===== config.mk =====
export PLATFORM = sky130hd
export DESIGN_NAME = word_keyed_shift_cipher_unit
export DESIGN_NICKNAME = d
export VERILOG_FILES = /design/src/wksc_pkg.sv /design/src/word_keyed_shift_cipher_unit.sv
export SDC_FILE = /design/constraint.sdc
export NUM_CORES = 1
export LEC_CHECK = 0
export ABC_AREA = 1
export BUFFER_PORTS_ARGS = -buffer_cell sky130_fd_sc_hd__buf_2
export CORE_ASPECT_RATIO = 0.8
export CORE_MARGIN = 2
export CORE_UTILIZATION = 52
export DETAILED_ROUTE_END_ITERATION = 12
export PLACE_DENSITY = 0.67
export SLEW_MARGIN = 0
export SYNTH_ARGS = -nofsm -noshare
export SYNTH_HDL_FRONTEND = slang
export SYNTH_SLANG_ARGS = --single-unit

===== constraint.sdc =====
create_clock -name clk -period 11.5 [get_ports clk]
set_clock_uncertainty 0.15 [all_clocks]
set_input_delay 1.725 -clock clk [delete_from_list [all_inputs] [get_ports clk]]
set_output_delay 1.725 -clock clk [all_outputs]
set_load 0.05 [all_outputs]

===== src/wksc_pkg.sv =====
// ----------------------------------------------------------------------------
// wksc_pkg
// Shared codes and constants for the word keyed shift cipher unit.
// ----------------------------------------------------------------------------
package wksc_pkg;

	typedef enum logic [1:0] {
		FUNC_LOAD = 2'd0,
		FUNC_ENC  = 2'd1,
		FUNC_DEC  = 2'd2
	} func_t;

	localparam int unsigned BYTE_W = 8;

	// key text word separators
	localparam logic [BYTE_W-1:0] SEP_SPACE   = 8'h20;
	localparam logic [BYTE_W-1:0] SEP_NEWLINE = 8'h0A;
	localparam logic [BYTE_W-1:0] SEP_NUL     = 8'h00;

	function automatic logic is_separator(input logic [BYTE_W-1:0] b);
		return (b == SEP_SPACE) || (b == SEP_NEWLINE) || (b == SEP_NUL);
	endfunction

endpackage


===== src/word_keyed_shift_cipher_unit.sv =====
// ----------------------------------------------------------------------------
// word_keyed_shift_cipher_unit
// Byte cipher keyed by per-word byte sums of a streamed key text.
// ----------------------------------------------------------------------------
// Key bytes (func load) build a table of shifts, one per finished non-empty
// word; space, newline or zero ends a word and a trailing word without a
// separator is not stored. Encrypt adds and decrypt subtracts the shift of the
// current word mod 256, stepping through the stored words once per byte. With
// no word stored the byte passes unchanged and no_key is set. One transaction
// is accepted every cycle while in_ready is high; out_valid rises after its
// input is accepted, through two register stages: the registered read of the
// shift table, then the result register. in_ready drops only while both stages
// hold a result and out_ready is low. Key loads and unused func codes give no
// result. Table depth is MAX_WORDS; extra words are dropped.
module word_keyed_shift_cipher_unit
	import wksc_pkg::*;
#(
	parameter int unsigned MAX_WORDS = 16
) (
	input  logic              clk,
	input  logic              arst_n,
	input  logic              in_valid,
	output logic              in_ready,
	input  logic [1:0]        func,
	input  logic [BYTE_W-1:0] data_byte,
	input  logic              starts_run,
	output logic              out_valid,
	input  logic              out_ready,
	output logic [BYTE_W-1:0] out_byte,
	output logic              no_key
);

	localparam int unsigned CNT_W = $clog2(MAX_WORDS + 1);
	localparam int unsigned IDX_W = (MAX_WORDS > 1) ? $clog2(MAX_WORDS) : 1;

	// state
	logic [CNT_W-1:0]  word_count_q;
	logic [BYTE_W-1:0] word_sum_q;
	logic              in_word_q;
	logic [IDX_W-1:0]  position_q;

	logic [BYTE_W-1:0] shift_mem [MAX_WORDS];

	// read stage
	logic              valid_s1;
	logic [BYTE_W-1:0] data_s1;
	logic [BYTE_W-1:0] shift_s1;
	logic              enc_s1;
	logic              no_key_s1;

	logic in_fire;
	logic adv_s1;
	logic is_load;
	logic is_cipher;
	logic is_enc;

	logic [CNT_W-1:0]  wc_eff;
	logic [BYTE_W-1:0] sum_eff;
	logic              in_word_eff;
	logic              wc_full;
	logic              sep;
	logic              store_word;

	logic [IDX_W-1:0] pos_eff;
	logic [IDX_W-1:0] rd_idx;
	logic [CNT_W-1:0] nxt_idx;
	logic [IDX_W-1:0] pos_next;
	logic             key_empty;

	assign adv_s1   = valid_s1 && (!out_valid || out_ready);
	assign in_ready = !valid_s1 || !out_valid || out_ready;
	assign in_fire  = in_valid && in_ready;

	always_comb begin
		is_load   = 1'b0;
		is_cipher = 1'b0;
		is_enc    = 1'b0;
		unique case (func)
			FUNC_LOAD: begin
				is_load = 1'b1;
			end
			FUNC_ENC: begin
				is_cipher = 1'b1;
				is_enc    = 1'b1;
			end
			FUNC_DEC: begin
				is_cipher = 1'b1;
			end
			default: begin
				is_load   = 1'b0;
			end
		endcase
	end

	// key word builder, a restart wipes the table before this byte
	always_comb begin
		wc_eff      = starts_run ? '0 : word_count_q;
		sum_eff     = starts_run ? '0 : word_sum_q;
		in_word_eff = starts_run ? 1'b0 : in_word_q;
		wc_full     = (wc_eff == CNT_W'(MAX_WORDS));
		sep         = is_separator(data_byte);
		store_word  = sep && in_word_eff && !wc_full;
	end

	// position handling for cipher bytes
	always_comb begin
		pos_eff   = starts_run ? '0 : position_q;
		key_empty = (word_count_q == '0);
		// key reload may leave the position past the stored words
		if (CNT_W'(pos_eff) >= word_count_q) begin
			rd_idx = '0;
		end else begin
			rd_idx = pos_eff;
		end
		nxt_idx = CNT_W'(rd_idx) + CNT_W'(1);
		if (key_empty) begin
			pos_next = pos_eff;
		end else if (nxt_idx >= word_count_q) begin
			pos_next = '0;
		end else begin
			pos_next = nxt_idx[IDX_W-1:0];
		end
	end

	always_ff @(posedge clk or negedge arst_n) begin
		if (!arst_n) begin
			word_count_q <= '0;
			word_sum_q   <= '0;
			in_word_q    <= 1'b0;
			position_q   <= '0;
		end else if (in_fire) begin
			if (is_load) begin
				if (sep) begin
					word_count_q <= store_word ? wc_eff + CNT_W'(1) : wc_eff;
					word_sum_q   <= '0;
					in_word_q    <= 1'b0;
				end else begin
					word_count_q <= wc_eff;
					word_sum_q   <= sum_eff + data_byte;
					in_word_q    <= 1'b1;
				end
			end else if (is_cipher) begin
				position_q <= pos_next;
			end
		end
	end

	// shift table, one write and one registered read per cycle
	always_ff @(posedge clk) begin
		if (in_fire && is_load && store_word) begin
			shift_mem[wc_eff[IDX_W-1:0]] <= sum_eff;
		end
	end

	always_ff @(posedge clk) begin
		if (in_fire && is_cipher) begin
			shift_s1  <= shift_mem[rd_idx];
			data_s1   <= data_byte;
			enc_s1    <= is_enc;
			no_key_s1 <= key_empty;
		end
	end

	always_ff @(posedge clk or negedge arst_n) begin
		if (!arst_n) begin
			valid_s1 <= 1'b0;
		end else if (in_fire && is_cipher) begin
			valid_s1 <= 1'b1;
		end else if (adv_s1) begin
			valid_s1 <= 1'b0;
		end
	end

	// result register
	always_ff @(posedge clk or negedge arst_n) begin
		if (!arst_n) begin
			out_valid <= 1'b0;
		end else if (adv_s1) begin
			out_valid <= 1'b1;
		end else if (out_ready) begin
			out_valid <= 1'b0;
		end
	end

	always_ff @(posedge clk) begin
		if (adv_s1) begin
			no_key <= no_key_s1;
			if (no_key_s1) begin
				out_byte <= data_s1;
			end else if (enc_s1) begin
				out_byte <= data_s1 + shift_s1;
			end else begin
				out_byte <= data_s1 - shift_s1;
			end
		end
	end

	// assertions
	a_count_bound: assert property (@(posedge clk) disable iff (!arst_n)
		word_count_q <= CNT_W'(MAX_WORDS))
		else $error("word count above table depth");

	a_idle_sum: assert property (@(posedge clk) disable iff (!arst_n)
		!in_word_q |-> (word_sum_q == '0))
		else $error("word sum left over outside a word");

	a_no_key_flag: assert property (@(posedge clk) disable iff (!arst_n)
		(in_fire && is_cipher && key_empty) |=> (valid_s1 && no_key_s1))
		else $error("cipher transaction without key not flagged");

	a_full_stall: assert property (@(posedge clk) disable iff (!arst_n)
		(valid_s1 && out_valid && !out_ready) |-> !in_ready)
		else $error("input taken while both stages are held");

endmodule


==> summary.md <==
| Metric | Value |
|---|---|
| Largest net degree at the start of global routing | `90` |
| Setup Viol. Count Final | `0` |
| Synth Instances | `935` |
| Die Y | `121 microns` |
| Post CTS Setup Buffer Count | `0` |
| Worst-path maximum fanout | `31` |
| Total power | `1.73 mW` |
| Vias per cell | `5.51` |
| Worst hold path type | `flip-flop to flip-flop` |
| TritonCTS buffer count | `17` |
| Required @ worst endpoint | `roughly 12000 ps` |
| Final core utilization | `0.587` |
| Slew Viols, Final | `0` |
| Slew @ Worst Pin | `between 1000 and 1500 ps` |
| Max Cap Viol | `0` |
| DRT Wirelength | `20.9 mm` |
| R2r setup slk | `around 6500 ps` |
| Number of global-route vias before repair | `5980` |
| Synthesized Nets | `983` |
| Initial Utilization | `0.535` |
| LEAKAGE | `about 4.2 nW` |
| Crit end category | `flip-flop` |
| Grt total ovfl | `0` |
| First-pass GRT wire length | `between 30 and 40 mm` |
| Antenna viol nets, final | `0` |
| Hold_ws | `344 ps` |
| Pwr per Cell Area | `177 nW/um^2` |
| Number of flops mapped to enable cells by yosys | `~160` |
| TritonCTS clock tree | `built` |
| Hpwl dp | `13.7 mm` |
| Clk root buf | `clkbuf_16` |
| Cell Chain, Critical Path | `buf_2 -> inv_1 -> nand2_1 -> inv_1 -> ha_1 -> nand2_1 -> nand2_1 -> a21oi_4 -> buf_4 -> nand3_2 -> inv_2 -> ha_1 -> nand2_1 -> nand2_1 -> inv_2 -> ha_1 -> nand2_1 -> inv_1 -> nor2_1 -> o21ai_0 -> nor3_1 -> nand3_1 -> a2bb2oi_1` |
| R2r startpoint | `position_q[2]` |
| H-tree levels | `4` |
| Mapped Area | `8910 sq um` |
| Core ar. | `16700 sq um` |
| DP Cell Count | `1152` |
| Unrepaired setup endpoints after global routing | `false` |
| CTS Hold Bufs | `0` |
| DR iter-0 viols | `830` |
| Syn_area_per_cell | `9.53 sq um` |
| Clock Path Buffers | `2` |
| Yosys cell types | `38` |
| Status | `complete, no violations` |
| Clk_lat worst skew | `430 ps` |
| Die width | `150 microns` |
| Routed len/inst | `17.6 microns` |
| Tot GR Track Use | `0.241` |
| Crit path DAT | `6550 ps` |
| N_diodes | `0` |
| Delay-heaviest family, CP | `buffers and inverters` |
| Top Ports | `26` |
| Tcrit/Tclk final | `0.552` |
| Final Hold Fails | `0` |
| Max Freq | `0.157 GHz` |
| Worst path bufs/invs | `7` |
| Pre-antenna DRT Iters | `6` |
| Min-delay src | `valid_s1` |
| Slowest CP cell | `a21oi_4` |
| Setup CP Type | `input pin to flip-flop` |
| Top cell by count, worst path | `nand2_1` |
| Nets | `999` |
| Reg2reg path depth | `21` |
| IO buf count | `25` |
| Vias | `between 6000 and 7000` |
| Clock Pin Slew Worst Setup and Hold Paths | `roughly 70 ps` |
| Register area share after synthesis | `0.579` |
| Initial antenna violation count | `0` |
| Non-Filler Instances | `between 1000 and 1500` |
| Hold Path Depth | `2` |
| DRC | `0` |
| CTS resizes | `0` |
| Final TNS setup | `0 ps` |
| GP Congestion | `a little over 0.9` |
| Peak VDD IR | `0.139 mV` |
| DIE AREA | `~18000 sq um` |
| Min cycle time layout | `6350 ps` |
| Ys Warns | `0` |
| Slew HR | `0.147` |
| Synth Register Bits | `roughly 180` |
| Layout cell share with drive strength beyond 1 | `0.103` |
| Biggest cell delay along the critical path | `650 ps` |
| Rows | `between 40 and 50` |
| Reg-to-reg endpoint | `position_q[1]` |
| Top FF cell, synth | `edfxtp_1` |
| CP Launch Type | `input pin` |
| Clock Sinks | `175` |
| Area Growth Syn to Fin | `9.72%` |
| Ys async rst share | `0.114` |
| Hold Path End | `out_valid` |
metrics by stage:
stage / area, sq um / setup slack [ps]
after detailed placement: 9220 / 4800
after global placement: 9220 / 5020
after floorplan: 8910 / 6360
after global routing: 9770 / 4680
after CTS: 9770 / 5250
final: 9770 / 5150
flip-flops by register name, summed over array words and instances (netlist names):
| register | cells |
|---|---|
| word_sum_q | 8 |
| shift_s1 | 8 |
| data_s1 | 8 |
| no_key_s1 | 1 |
| shift_mem | 128 |
| out_valid | 1 |
| valid_s1 | 1 |
| position_q | 4 |
| enc_s1 | 1 |
| no_key | 1 |
| word_count_q | 5 |
| out_byte | 8 |
| in_word_q | 1 |
report_power, final:
group | switching (mW) | internal [mW] | total, mW
Sequential | 0.0112 | 0.741 | 0.753
Clock | 0.242 | 0.306 | 0.548
Combinational | 0.312 | 0.115 | 0.427
worst max path at each step:
stage               slack, ps             to  cells after the start       start
floorplan                6360  position_q[0]                     24  starts_run
global placement         5020  position_q[0]                     23  starts_run
detailed placement       4800  position_q[0]                     23  starts_run
CTS                      5250  position_q[1]                     23  starts_run
global route             4680  position_q[0]                     23  starts_run
finish                   5150  position_q[1]                     23  starts_run
worst min-delay path, delay by kind of cell, from the launching register on:
| family | cells | cell delay (ps) |
|---|---|---|
| AO/OA/AOI/OAI | 1 | 70 |
| flip-flops | 1 | 340 |
| buffers and inverters | 1 | 50 |
metal layers:
metal | vias to the layer above | GRT usage | routed length, microns | share of wire
li1 | 3156 | - | - | -
met1 | 3074 | 0.351 | 9500 | 0.46
met2 | 259 | 0.361 | 9400 | 0.45
met3 | 31 | 0.0680 | 1680 | 0.081
met4 | 0 | 0.0572 | 298 | 0.014
met5 | - | 0 | 0 | 0
synthesized netlist by cell type (all sizes together), types with 2 or more instances:
master,n,area (sq um)
nand3b,2,18.8
nand2,170,641
nor3,11,55.1
a21oi,19,106
ha,31,388
inv,165,619
nand3,116,596
edfxtp,155,4650
fa,2,40.0
nor2,89,349
or2,17,106
xnor2,4,35.0
clkbuf,12,45.0
xor2,7,61.3
nand4,60,375
buf,24,131
o22ai,7,43.8
o21ai,13,68.8
dfrtp,20,500
clkinv,3,11.3
placed cells by master, fill, tap and decap left out, types with 2 or more instances in the layout:
cell type and n:
clkbuf_16 17, xor2_1 7, o22ai_1 7, ha_1 31, clkbuf_1 3, nand2_1 169
nor3_1 11, nor2_4 2, xnor2_1 4, clkinv_4 2, inv_6 3, a21oi_1 18
dfrtp_1 20, or2_2 17, nor2_2 9, clkinv_1 3, nand3_2 3, clkinvlp_4 4
inv_2 2, buf_4 8, inv_1 163, nand4_1 60, o21ai_0 12, edfxtp_1 155
fa_1 2, nor2_1 78, buf_2 25, nand3_1 113
logic make-up after synthesis:
| family | Yosys count | share of synthesized area |
|---|---|---|
| compound gates | 47 | 0.0316 |
| xor+xnor | 11 | 0.0108 |
| fa+ha+maj | 33 | 0.0480 |
| buf+inv | 204 | 0.0906 |
| flops | 175 | 0.579 |
| simple gates | 465 | 0.240 |
final cells by class:
| cell class | count | area, sq um |
|---|---|---|
| inverter | 168 | 631 |
| clock buffer | 21 | 450 |
| multi-input combinational | 556 | 2970 |
| fill | 1438 | 6880 |
| clock inverter | 11 | 109 |
| tap | 220 | 275 |
| sequential | 175 | 5150 |
| timing repair buffer | 33 | 185 |
Note: power is estimated with default switching activity, not from simulation.
